<file path="config.mk">
export PLATFORM = sky130hd
export DESIGN_NAME = sgls_divider
export DESIGN_NICKNAME = d
export VERILOG_FILES = /design/src/sgls_pkg.sv /design/src/sgls_divider.sv
export SDC_FILE = /design/constraint.sdc
export NUM_CORES = 1
export LEC_CHECK = 0
export ABC_AREA = 1
export BUFFER_PORTS_ARGS = -buffer_cell sky130_fd_sc_hd__buf_4
export CAP_MARGIN = 40
export CORE_ASPECT_RATIO = 1.1
export CORE_MARGIN = 4
export CORE_UTILIZATION = 63
export DETAILED_ROUTE_END_ITERATION = 8
export GPL_ROUTABILITY_DRIVEN = 0
export PLACE_DENSITY = 0.94
export SETUP_SLACK_MARGIN = 0.02
export SLEW_MARGIN = 20
export SYNTH_ARGS = -nofsm -noshare
export SYNTH_HDL_FRONTEND = slang
export SYNTH_SLANG_ARGS = --single-unit
export TNS_END_PERCENT = 5
</file>
<file path="constraint.sdc">
create_clock -name clk -period 3.2 [get_ports clk]
set_input_delay 0.16 -clock clk [delete_from_list [all_inputs] [get_ports clk]]
set_output_delay 0.16 -clock clk [all_outputs]
set_load 0.01 [all_outputs]
</file>
<file path="src/sgls_pkg.sv">
`timescale 1ns / 1ps
`default_nettype none
// ----------------------------------------------------------------------------
// Semantic grid label store package
// Shared sizes, operation codes and register indexes.
// ----------------------------------------------------------------------------
package sgls_pkg;

  localparam int MAX_COLS = 256;
  localparam int MAX_ROWS = 256;
  localparam int COL_W = $clog2(MAX_COLS);
  localparam int ROW_W = $clog2(MAX_ROWS);
  localparam int ADDR_W = COL_W + ROW_W;

  typedef enum logic [2:0] {
    OP_SET    = 3'd0,
    OP_READ   = 3'd1,
    OP_CLEAR  = 3'd2,
    OP_COUNT  = 3'd3,
    OP_BOUNDS = 3'd4
  } op_t;

  typedef enum logic [2:0] {
    REG_ORIGIN_X = 3'd0,
    REG_ORIGIN_Y = 3'd1,
    REG_CELL     = 3'd2,
    REG_COLS     = 3'd3,
    REG_ROWS     = 3'd4
  } reg_idx_t;

  localparam logic [3:0] LABEL_UNKNOWN = 4'hF;
  localparam logic [7:0] CERT_UNKNOWN = 8'hFF;
  localparam logic [7:0] CERT_MAX = 8'd100;

endpackage : sgls_pkg
`default_nettype wire

</file>
<file path="src/sgls_divider.sv">
`timescale 1ns / 1ps
`default_nettype none
// ----------------------------------------------------------------------------
// Semantic grid label store divider
// Restoring divider, one quotient bit per cycle, truncating toward zero.
// ----------------------------------------------------------------------------
module sgls_divider (
  input  wire logic        clk,
  input  wire logic        rst_n,
  input  wire logic        start,
  input  wire logic [33:0] dividend,
  input  wire logic [15:0] divisor,
  output logic             done,
  output logic signed [33:0] quotient
);
  import sgls_pkg::*;

  logic [33:0] mag_r, mag_nxt;
  logic [16:0] rem_r, rem_nxt;
  logic [15:0] dvs_r, dvs_nxt;
  logic        neg_r, neg_nxt;
  logic [5:0]  cnt_r, cnt_nxt;
  logic        busy_r, busy_nxt;
  logic        done_r, done_nxt;
  logic [16:0] trial;
  logic [16:0] shifted;

  always_comb begin
    mag_nxt = mag_r;
    rem_nxt = rem_r;
    dvs_nxt = dvs_r;
    neg_nxt = neg_r;
    cnt_nxt = cnt_r;
    busy_nxt = busy_r;
    done_nxt = 1'b0;
    shifted = {rem_r[15:0], mag_r[33]};
    trial = shifted - {1'b0, dvs_r};
    if (start) begin
      neg_nxt = dividend[33];
      mag_nxt = dividend[33] ? (34'd0 - dividend) : dividend;
      rem_nxt = '0;
      dvs_nxt = (divisor == 16'd0) ? 16'd1 : divisor;
      cnt_nxt = 6'd34;
      busy_nxt = 1'b1;
    end else if (busy_r) begin
      if (shifted >= {1'b0, dvs_r}) begin
        rem_nxt = trial;
        mag_nxt = {mag_r[32:0], 1'b1};
      end else begin
        rem_nxt = shifted;
        mag_nxt = {mag_r[32:0], 1'b0};
      end
      cnt_nxt = cnt_r - 6'd1;
      if (cnt_r == 6'd1) begin
        busy_nxt = 1'b0;
        done_nxt = 1'b1;
      end
    end
  end

  always_ff @(posedge clk) begin
    if (!rst_n) begin
      busy_r <= 1'b0;
      done_r <= 1'b0;
      cnt_r <= '0;
    end else begin
      busy_r <= busy_nxt;
      done_r <= done_nxt;
      cnt_r <= cnt_nxt;
    end
    mag_r <= mag_nxt;
    rem_r <= rem_nxt;
    dvs_r <= dvs_nxt;
    neg_r <= neg_nxt;
  end

  assign done = done_r;
  assign quotient = neg_r ? (34'sd0 - $signed(mag_r)) : $signed(mag_r);

endmodule : sgls_divider
`default_nettype wire

</file>
==> metrics.log, run 1 <==
[metrics] root cell of the clock tree: sky130_fd_sc_hd__clkbuf_8
[metrics] overflow left after global routing: 0
[metrics] Layout Cells excl Fill: 1151
[metrics] met3 WL post-DR: 1553 µm
[metrics] routed wl met2: 8934 µm
[metrics] IO Pins: 88
[metrics] Seq. cell area: 2012 µm²
[metrics] power density cells: 382.3 nW/µm²
[metrics] Setup-failing EPs final: 0
[metrics] port bufs: 87
[metrics] count of placed standard cells including taps: 1119
[metrics] Final Hold Vio Count: 0
[metrics] min cycle time layout: 2.645 ns
[metrics] routed via count divided by cell count: 5.897
[metrics] post-route standard cell area excluding fillers: 7284 µm²
[metrics] Yosys reg bits: 75
[metrics] Peak Freq: 378.1 MHz
[metrics] warning count from the yosys run: 0
[metrics] setup TNS after final layout: 0 ns
[metrics] startpoint types: register
[metrics] status: finished clean
[metrics] Antenna Diode Count: 0
[metrics] starting density of the core: 0.6549
[metrics] Post-synth ARST share: 0
[metrics] P&R area growth vs syn: 16.63%
[metrics] DR vias: 6788
[metrics] cell area after placement: 6910 µm²
[metrics] count of nets after finishing: 1103
[metrics] TritonRoute pass-1 iters: 6
[metrics] global-route usage over all layers: 0.3331
[metrics] core outline area: 9537 µm²
[metrics] crit path kind: reg -> out
[metrics] TritonCTS Buffers: 9
[metrics] Clock Skews: 0.01944 ns
[metrics] Worst slew margin: 0.3979
[metrics] reg-to-reg setup timing slack: 0.96 ns
[metrics] horizontal extent of the die: 102.9 µm
[metrics] antenna viol nets, final: 0
[metrics] cell taking the most area after synthesis: sky130_fd_sc_hd__edfxtp_1
[metrics] highest metal used: met4
[metrics] area share of the largest cell type after synthesis: 0.2452
[metrics] area of combinational cells with multiple inputs: 3540 µm²
[metrics] unrepaired setup endpoints after global routing: no
[metrics] number of maximum-capacitance violations: 0
[metrics] Pleak: 3.585 nW
[metrics] count of filler cells inserted in the layout: 695
[metrics] Routed wire per std cell: 16.05 µm
[metrics] clock-pin slew on the worst setup and hold paths: 0.10 ns
[metrics] most frequent cells after synthesis: sky130_fd_sc_hd__nand2_1, sky130_fd_sc_hd__inv_1, sky130_fd_sc_hd__nand3_1
[metrics] Gate Count Post-Synth: 948
[metrics] largest cells by area after synthesis: sky130_fd_sc_hd__edfxtp_1, sky130_fd_sc_hd__nand2_1, sky130_fd_sc_hd__nand3_1
[metrics] netlist area before placement: 6246 µm²
[metrics] area of the die: 11570 µm²
[metrics] sum of net half-perimeters after detailed placement: 13400 µm
[metrics] initial antenna violation count: 0
[metrics] wire length of the first global-routing pass: 30550 µm
[metrics] total power consumption of the routed design: 2.785 mW
[metrics] Post-CTS Setup Repair Bufs: 0
[metrics] register area share after synthesis: 0.3221
[metrics] number of enable-type register cells in the synthesized netlist: 51
[metrics] number of max-slew violations in the final report: 0
[metrics] data required time of the critical path: 3.04 ns
[metrics] total wire length after detailed routing: 18470 µm
[metrics] DRC violation total after the first TritonRoute iteration: 786
[metrics] count leader, synth: sky130_fd_sc_hd__nand2_1
[metrics] chip height: 112.4 µm
[metrics] fraction of layout instances using a drive strength above 1: 0.1364
[metrics] Syn Nets: 1022
[metrics] pin count of the biggest net entering global routing: 44
[metrics] Worst Path Max Fanout: 5
[metrics] actual slew at the worst max-slew pin: 0.8949 ns
[metrics] average cell area after synthesis: 6.589 µm²
[metrics] clock tree from TritonCTS: built
[metrics] depth of the CTS H-tree: 3
[metrics] dominant register cell in the synthesized netlist: sky130_fd_sc_hd__edfxtp_1
[metrics] wl on met1: 6860 µm
[metrics] kind of end point of the critical path: output pin
[metrics] WP data arrival: 2.48 ns
[metrics] ratio of final minimum period to clock period: 0.8264
[metrics] DRC violation count after routing: 0
[metrics] CTS sink cnt: 75
[metrics] Max clock buf depth: 2
[metrics] worst min path class: in -> reg
[metrics] via count of the first global-routing pass: 6687
[metrics] number of distinct standard cells referenced by the synthesized netlist: 45
[metrics] post_cts resized: 0
[metrics] Max IR drop VDD: 0.1917 mV
[metrics] number of core rows: 37
[metrics] clk_lat worst skew: 0.38 ns
==> sequential cells by signal (all words and copies together), names as in the netlist <==
name,cells
mag_r,34
busy_r,1
dvs_r,16
done,1
cnt_r,6
neg_r,1
rem_r,16
==> stage by stage <==
stage	setup WS [ns]	hold WS, ns	utilization
2_1_floorplan	1.169	0.2589	-
3_3_place_gp	1.043	0.3493	0.7246
3_5_place_dp	0.9321	0.3511	0.7246
4_1_cts	0.6448	0.08403	0.7623
5_1_grt	0.3917	0.1128	0.7638
6_report	0.5554	0.09757	0.7638
==> timing repair <==
item,4_1_cts,5_1_grt
endpoints found under the setup margin,0,0
endpoints found under the hold margin,15,0
hold buffers,15,0
==> cell families after synthesis <==
family          share of synthesized area
xor+xnor                          0.05749
fa+ha+maj                         0.04327
flops                              0.3221
buf+inv                            0.1112
compound gates                    0.07933
simple gates                       0.3866
==> critical path, cell delays in order, from the launching register on <==
cell,delay (ns)
sky130_fd_sc_hd__edfxtp_1,0.43
sky130_fd_sc_hd__inv_1,0.17
sky130_fd_sc_hd__ha_1,0.27
sky130_fd_sc_hd__nand4_1,0.21
sky130_fd_sc_hd__nor2_2,0.27
sky130_fd_sc_hd__nand4_1,0.19
sky130_fd_sc_hd__o21ai_1,0.21
sky130_fd_sc_hd__xor2_1,0.21
sky130_fd_sc_hd__buf_4,0.15
==> path summary, 6_finish.rpt <==
kind / startpoint / to / cells past startpoint
max reg2reg: dvs_r[12] / mag_r[0] / 8
max: mag_r[1] / quotient[18] / 8
min reg2reg: rem_r[13] / rem_r[13] / 2
min: rst_n / cnt_r[1] / 3
==> layer usage <==
layer  up-vias  track usage
li1       3225            -
met1      3034       0.3883
met5         -            0
met4         0       0.2098
met2       416       0.5550
met3       113      0.05842
==> cells in the final DEF, fill, tap and decap left out, types with 2 or more instances in the layout <==
cell and count:
sky130_fd_sc_hd__nand2_4 2, sky130_fd_sc_hd__nand3_1 104, sky130_fd_sc_hd__o21bai_1 2, sky130_fd_sc_hd__nor2_1 91, sky130_fd_sc_hd__xor2_1 31, sky130_fd_sc_hd__o21ai_0 49
sky130_fd_sc_hd__ha_1 20, sky130_fd_sc_hd__dlygate4sd3_1 15, sky130_fd_sc_hd__xnor2_1 10, sky130_fd_sc_hd__nand3_2 3, sky130_fd_sc_hd__nand2_1 268, sky130_fd_sc_hd__nand3b_1 8
sky130_fd_sc_hd__or2_2 6, sky130_fd_sc_hd__o21ai_1 5, sky130_fd_sc_hd__nor3_1 10, sky130_fd_sc_hd__a21o_1 2, sky130_fd_sc_hd__clkbuf_8 10, sky130_fd_sc_hd__buf_4 91
sky130_fd_sc_hd__clkinvlp_4 2, sky130_fd_sc_hd__inv_6 3, sky130_fd_sc_hd__nand2_2 5, sky130_fd_sc_hd__a31oi_1 3, sky130_fd_sc_hd__nor2_2 9, sky130_fd_sc_hd__dfxtp_1 24
sky130_fd_sc_hd__o22ai_1 3, sky130_fd_sc_hd__edfxtp_1 51, sky130_fd_sc_hd__nand4_1 28, sky130_fd_sc_hd__o21ai_2 3, sky130_fd_sc_hd__a21oi_1 16, sky130_fd_sc_hd__clkinv_1 2
sky130_fd_sc_hd__inv_1 138, sky130_fd_sc_hd__nor4_1 5
==> cell type report <==
| class | count | area share |
|---|---|---|
| sequential | 75 | 0.2762 |
| timing repair buffer | 107 | 0.1165 |
| inverter | 141 | 0.07266 |
| multi-input combinational | 695 | 0.4859 |
| tap | 117 | 0.02010 |
| clock inverter | 6 | 0.009790 |
| clock buffer | 10 | 0.01889 |
==> power breakdown <==
group          switching, mW  internal, mW  leakage (nW)  total (mW)
Combinational          0.482         0.315          2.77       0.796
Sequential            0.0685          1.13         0.710        1.20
Clock                  0.403         0.390        0.0999       0.793
Note: power is estimated with default switching activity, not from simulation.
==> run 2: changes to the inputs <==
CORE_UTILIZATION = 53   (was 63)
PLACE_DENSITY = 0.85   (was 0.94)
clock period = 2.4 ns   (was 3.2 ns; I/O delays follow)
==> metrics.log, run 2 (synthesized netlist as in run 1, its figures left out) <==
[metrics] status: finished clean
[metrics] actual slew at the worst max-slew pin: 0.5980 ns (-0.2970 ns)
[metrics] largest registers: mag_r x34, dvs_r x16, rem_r x16
[metrics] Setup-failing EPs final: 0 (unchanged)
[metrics] Peak Freq: 430.3 MHz
[metrics] clock-pin slew on the worst setup and hold paths: 0.06 ns (-0.04 ns)
[metrics] DRC violation count after routing: 0 (unchanged)
[metrics] kind of end point of the critical path: output pin
[metrics] overflow left after global routing: 0 (unchanged)
[metrics] CTS sink cnt: 75 (unchanged)
[metrics] Worst slew margin: 0.5972 (+0.1993)
[metrics] Final Hold Vio Count: 0 (unchanged)
[metrics] sum of net half-perimeters after detailed placement: 13300 µm (-0.80%)
[metrics] reg-to-reg setup timing slack: 0.37 ns (-0.59 ns)
[metrics] number of core rows: 41 (+11%)
[metrics] cell area after placement: 7017 µm² (+1.5%)
[metrics] P&R area growth vs syn: 20.45%
[metrics] min cycle time layout: 2.324 ns
[metrics] logic depth of the worst register-to-register path: 11 (+3)
[metrics] Setup WS post-layout: 0.07600 ns (-0.4794 ns)
[metrics] total power consumption of the routed design: 4.024 mW (+44%)
[metrics] setup TNS after final layout: 0 ns (unchanged)
[metrics] routed via count divided by cell count: 5.518 (-6.4%)
[metrics] Routed wire per std cell: 14.84 µm (-7.5%)
[metrics] depth of the CTS H-tree: 3 (unchanged)
[metrics] chip height: 121.9 µm (+8.4%)
[metrics] DR vias: 6594 (-2.9%)
[metrics] horizontal extent of the die: 111.5 µm (+8.3%)
[metrics] capture point of the worst path: quotient[15]
[metrics] number of max-slew violations in the final report: 0 (unchanged)
[metrics] TritonCTS Buffers: 9 (unchanged)
[metrics] end of the worst register-to-register path: rem_r[8]
[metrics] clock tree from TritonCTS: built
[metrics] total wire length after detailed routing: 17730 µm (-4.0%)
[metrics] Clock Skews: 0.005220 ns (-0.01422 ns)
[metrics] count of filler cells inserted in the layout: 1011 (+45%)
[metrics] pin count of the biggest net entering global routing: 39 (-11%)
[metrics] starting density of the core: 0.5436 (-0.1114)
[metrics] Worst Hold Launch: divisor[0]
[metrics] port bufs: 87 (unchanged)
[metrics] Worst Path Max Fanout: 5 (unchanged)
[metrics] post-route standard cell area excluding fillers: 7523 µm² (+3.3%)
[metrics] antenna viol nets, final: 0 (unchanged)
[metrics] global-route usage over all layers: 0.2596 (-0.07349)
[metrics] commonest non-fill, non-tap cells in the layout: sky130_fd_sc_hd__nand2_1, sky130_fd_sc_hd__inv_1, sky130_fd_sc_hd__nand3_1
[metrics] unrepaired setup endpoints after global routing: yes
[metrics] Util after Layout: 0.6547 (-0.1091)
[metrics] startpoint types: register
[metrics] data required time of the critical path: 2.28 ns (-0.76 ns)
[metrics] Max clock buf depth: 2 (unchanged)
[metrics] number of maximum-capacitance violations: 0 (unchanged)
[metrics] crit path kind: reg -> out
[metrics] TritonRoute pass-1 iters: 5 (-1)
[metrics] Most flops, register: mag_r
[metrics] via count of the first global-routing pass: 6278 (-6.1%)
[metrics] IO Pins: 88 (unchanged)
[metrics] count of nets after finishing: 1113 (+0.91%)
[metrics] ratio of final minimum period to clock period: 0.9683
[metrics] Max IR drop VDD: 0.2878 mV (+50%)
[metrics] fraction of layout instances using a drive strength above 1: 0.1513 (+0.01498)
[metrics] power density cells: 534.8 nW/µm² (+40%)
[metrics] Pleak: 3.674 nW (+2.5%)
[metrics] WP data arrival: 2.20 ns (-0.28 ns)
[metrics] number of flip-flops under the largest register name: 34 (unchanged)
[metrics] core outline area: 11490 µm² (+20%)
[metrics] root cell of the clock tree: sky130_fd_sc_hd__clkbuf_16
[metrics] leading cell type in the layout, fill and taps excluded: sky130_fd_sc_hd__nand2_1
[metrics] DRC violation total after the first TritonRoute iteration: 608 (-23%)
[metrics] worst min path class: in -> reg
[metrics] initial antenna violation count: 1 (+1)
[metrics] wire length of the first global-routing pass: 28630 µm (-6.3%)
[metrics] start point of the critical path: mag_r[3]
[metrics] clk_lat worst skew: 0.34 ns (-0.04 ns)
[metrics] worst reg2reg path startpoint: mag_r[33]
[metrics] pre-CTS setup slack: 0.3717 ns (-0.5604 ns)
[metrics] area of the die: 13590 µm² (+17%)
==> run 2: changes by cell type in the layout (fill, tap and decap cells not counted), sizes merged <==
cell    previous run  this run
buf               92       102
clkinv             2         5
inv              142       139
diode              0         1
==> run 2: cell type report <==
cell class | count | area, µm² | share of cell area
timing repair buffer | 117 | 928.4 | 0.1234
tap | 150 | 187.7 | 0.02495
antenna | 1 | 2.502 | 0.0003326
inverter | 141 | 529.3 | 0.07035
clock buffer | 10 | 229.0 | 0.03043
sequential | 75 | 2012 | 0.2674
multi-input combinational | 695 | 3568 | 0.4743
clock inverter | 6 | 66.31 | 0.008814
==> run 2: metal layers <==
layer  global-route usage  vias to the layer above  part of all wire
met3              0.03030                       77             0.058
met5                    0                        -                 0
met1               0.2940                     2968              0.38
met4               0.1582                        0             0.055
met2               0.4691                      305              0.51
li1                     -                     3244                 -
==> run 2: worst min path at each step <==
stage / to / slack, ns / cells past startpoint
6_report: dvs_r[0] / 0.07 / 2
5_1_grt: dvs_r[0] / 0.08 / 2
4_1_cts: busy_r / 0.08 / 3
3_5_place_dp: dvs_r[5] / 0.31 / 1
3_3_place_gp: dvs_r[4] / 0.31 / 1
2_1_floorplan: neg_r / 0.22 / 0
==> run 2: timing repair <==
item                       CTS  global route
setup endpoints to repair    2            16
resized for setup            1            10
hold endpoints to repair    15             0
pin swaps                    1             2
hold buffers                15             0
setup buffers                1             3
==> run 2: through the flow <==
stage | hold WS (ns) | cells
final | 0.07494 | 1195
after global routing | 0.08192 | 1195
after floorplan | 0.2189 | 948
after detailed placement | 0.3110 | 1159
after CTS | 0.08090 | 1191
after global placement | 0.3095 | 1159
==> run 2: critical path, cell delays in order, from the launching register on <==
cell,delay (ns)
sky130_fd_sc_hd__edfxtp_1,0.49
sky130_fd_sc_hd__nor2_2,0.16
sky130_fd_sc_hd__nand4_2,0.13
sky130_fd_sc_hd__nor3_4,0.27
sky130_fd_sc_hd__nand2_2,0.16
sky130_fd_sc_hd__nor2_1,0.16
sky130_fd_sc_hd__nand2_1,0.09
sky130_fd_sc_hd__nand2_1,0.08
sky130_fd_sc_hd__nand2_1,0.07
sky130_fd_sc_hd__nand2_1,0.11
sky130_fd_sc_hd__buf_4,0.13
==> run 2: power by group <==
| part | internal [mW] | switching, mW |
|---|---|---|
| clock | 0.805 | 0.544 |
| sequential | 1.51 | 0.0888 |
| combinational | 0.437 | 0.644 |
| total | 2.75 | 1.28 |
==> run 3: changes to the inputs <==
CORE_UTILIZATION = 63   (was 53)
PLACE_DENSITY = 0.94   (was 0.85)
clock period = 2.8 ns   (was 2.4 ns; I/O delays follow)
==> metrics.log, run 3 (synthesized netlist as in run 1, its figures left out) <==
[metrics] Util after Layout: 0.7636 (+0.1089)
[metrics] fraction of layout instances using a drive strength above 1: 0.1361 (-0.01524)
[metrics] setup TNS after final layout: 0 ns (unchanged)
[metrics] TritonRoute pass-1 iters: 7 (+2)
[metrics] total wire length after detailed routing: 18030 µm (+1.7%)
[metrics] Peak Freq: 400.9 MHz
[metrics] met2 Resource Use GR: 0.5190 (+0.04996)
[metrics] TritonCTS Buffers: 9 (unchanged)
[metrics] DRC violation count after routing: 0 (unchanged)
[metrics] power density cells: 428.3 nW/µm² (-20%)
[metrics] Antenna Diode Count: 0 (-1)
[metrics] clock-pin slew on the worst setup and hold paths: 0.08 ns (+0.02 ns)
[metrics] Worst Path Max Fanout: 5 (unchanged)
[metrics] actual slew at the worst max-slew pin: 0.7181 ns (+0.1202 ns)
[metrics] cell area after placement: 6925 µm² (-1.3%)
[metrics] number of flip-flops under the largest register name: 34 (unchanged)
[metrics] DRC violation total after the first TritonRoute iteration: 712 (+17%)
[metrics] met1 track demand over resource: 0.3846 (+0.09066)
[metrics] clock share of power: 0.269 (-0.066)
[metrics] post-route standard cell area excluding fillers: 7282 µm² (-3.2%)
[metrics] Max IR drop VDD: 0.2602 mV (-9.6%)
[metrics] Most flops, register: mag_r
[metrics] part of the power in registers: 0.439 (+0.043)
[metrics] count of placed standard cells including taps: 1121 (-3.3%)
[metrics] depth of the CTS H-tree: 3 (unchanged)
[metrics] area of combinational cells with multiple inputs: 3540 µm² (-0.81%)
[metrics] number of max-slew violations in the final report: 0 (unchanged)
[metrics] WHS: 0.06198 ns (-0.01296 ns)
[metrics] Layout Cells excl Fill: 1153 (-3.5%)
[metrics] IO Pins: 88 (unchanged)
[metrics] clock tree from TritonCTS: built
[metrics] status: finished clean
[metrics] total power consumption of the routed design: 3.119 mW (-22%)
[metrics] Worst slew margin: 0.5168 (-0.08033)
[metrics] Routed wire per std cell: 15.64 µm (+5.4%)
[metrics] antenna viol nets, final: 0 (unchanged)
[metrics] horizontal extent of the die: 102.9 µm (-7.7%)
[metrics] met3 usage in global routing: 0.06091 (+0.03060)
[metrics] P&R area growth vs syn: 16.59%
[metrics] CTS sink cnt: 75 (unchanged)
[metrics] chip height: 112.4 µm (-7.7%)
[metrics] clk_lat worst skew: 0.38 ns (+0.04 ns)
[metrics] Net Sw Frac: 0.3424 (+0.02508)
[metrics] Setup-failing EPs final: 0 (unchanged)
[metrics] core outline area: 9537 µm² (-17%)
[metrics] worst min path class: in -> reg
[metrics] DR vias: 6708 (+1.7%)
[metrics] number of core rows: 37 (-9.8%)
[metrics] share of power burned in combinational logic: 0.292 (+0.024)
[metrics] Setup WS post-layout: 0.3057 ns (+0.2297 ns)
[metrics] sum of net half-perimeters after detailed placement: 13140 µm (-1.2%)
[metrics] global-route usage over all layers: 0.3143 (+0.05467)
[metrics] leading cell type in the layout, fill and taps excluded: sky130_fd_sc_hd__nand2_1
[metrics] Clock Skews: 0.02307 ns (+0.01785 ns)
[metrics] min cycle time layout: 2.494 ns
[metrics] count of nets after finishing: 1105 (-0.72%)
[metrics] count of filler cells inserted in the layout: 692 (-32%)
[metrics] overflow left after global routing: 0 (unchanged)
[metrics] GRT Max-Usage Layer: met2
[metrics] Max clock buf depth: 2 (unchanged)
[metrics] initial antenna violation count: 0 (-1)
[metrics] commonest non-fill, non-tap cells in the layout: sky130_fd_sc_hd__nand2_1, sky130_fd_sc_hd__inv_1, sky130_fd_sc_hd__nand3_1
[metrics] routed via count divided by cell count: 5.818 (+5.4%)
[metrics] data required time of the critical path: 2.66 ns (+0.38 ns)
[metrics] crit path kind: reg -> out
[metrics] via count of the first global-routing pass: 6291 (+0.21%)
[metrics] ratio of final minimum period to clock period: 0.8908
[metrics] total net switching power: 1.068 mW (-16%)
[metrics] root cell of the clock tree: sky130_fd_sc_hd__clkbuf_8
[metrics] Seq. cell area: 2012 µm² (unchanged)
[metrics] unrepaired setup endpoints after global routing: no
[metrics] Pleak: 3.585 nW (-2.4%)
[metrics] Final Hold Vio Count: 0 (unchanged)
[metrics] largest registers: mag_r x34, dvs_r x16, rem_r x16
[metrics] port bufs: 87 (unchanged)
[metrics] internal power component: 2.051 mW (-25%)
[metrics] wire length of the first global-routing pass: 28950 µm (+1.1%)
[metrics] area of the die: 11570 µm² (-15%)
[metrics] WP data arrival: 2.35 ns (+0.15 ns)
[metrics] pin count of the biggest net entering global routing: 44 (+13%)
[metrics] kind of end point of the critical path: output pin
[metrics] startpoint types: register
[metrics] number of maximum-capacitance violations: 0 (unchanged)
[metrics] post_cts resized: 0 (-1)
[metrics] pre-CTS setup slack: 0.7411 ns (+0.3694 ns)
[metrics] starting density of the core: 0.6549 (+0.1114)
[run 3: power groups by stage]
stage | clock network [mW] | registers, mW | logic [mW]
finish | 0.840 | 1.37 | 0.910
global route | 0.886 | 1.38 | 0.989
CTS | 0.831 | 1.36 | 0.884
detailed placement | 0 | 1.39 | 0.859
global placement | 0 | 1.38 | 0.842
floorplan | 0 | 1.37 | 0.519
[run 3: final cells by class]
class,count,share of cell area
multi-input combinational,695,0.4861
sequential,75,0.2763
inverter,141,0.07268
clock buffer,13,0.02337
clock inverter,3,0.002921
tap,117,0.02010
timing repair buffer,109,0.1186
[run 3: layer usage]
layer | vias to the layer above | part of all wire
li1 | 3229 | -
met1 | 2953 | 0.37
met2 | 431 | 0.48
met3 | 95 | 0.091
met4 | 0 | 0.053
met5 | - | 0
[run 3: what timing repair did]
item,in CTS,in global routing
hold endpoints to repair,15,0
hold buffers,15,0
setup buffers,0,0
[run 3: worst paths after layout]
check | endpoint | cells past startpoint | from | slack, ns
worst max-delay path | quotient[16] | 8 | mag_r[0] | 0.31
worst min-delay path | cnt_r[5] | 3 | rst_n | 0.06
worst max register to register | rem_r[12] | 11 | mag_r[33] | 0.70
worst min register to register | rem_r[8] | 2 | rem_r[8] | 0.49
[run 3: worst max-delay path, stage by stage (launching register included)]
cell,delay [ns]
sky130_fd_sc_hd__edfxtp_1,0.43
sky130_fd_sc_hd__inv_1,0.17
sky130_fd_sc_hd__ha_1,0.25
sky130_fd_sc_hd__nand4_1,0.18
sky130_fd_sc_hd__nor2_2,0.21
sky130_fd_sc_hd__nand3_1,0.11
sky130_fd_sc_hd__o21ai_0,0.21
sky130_fd_sc_hd__xor2_1,0.25
sky130_fd_sc_hd__buf_4,0.17
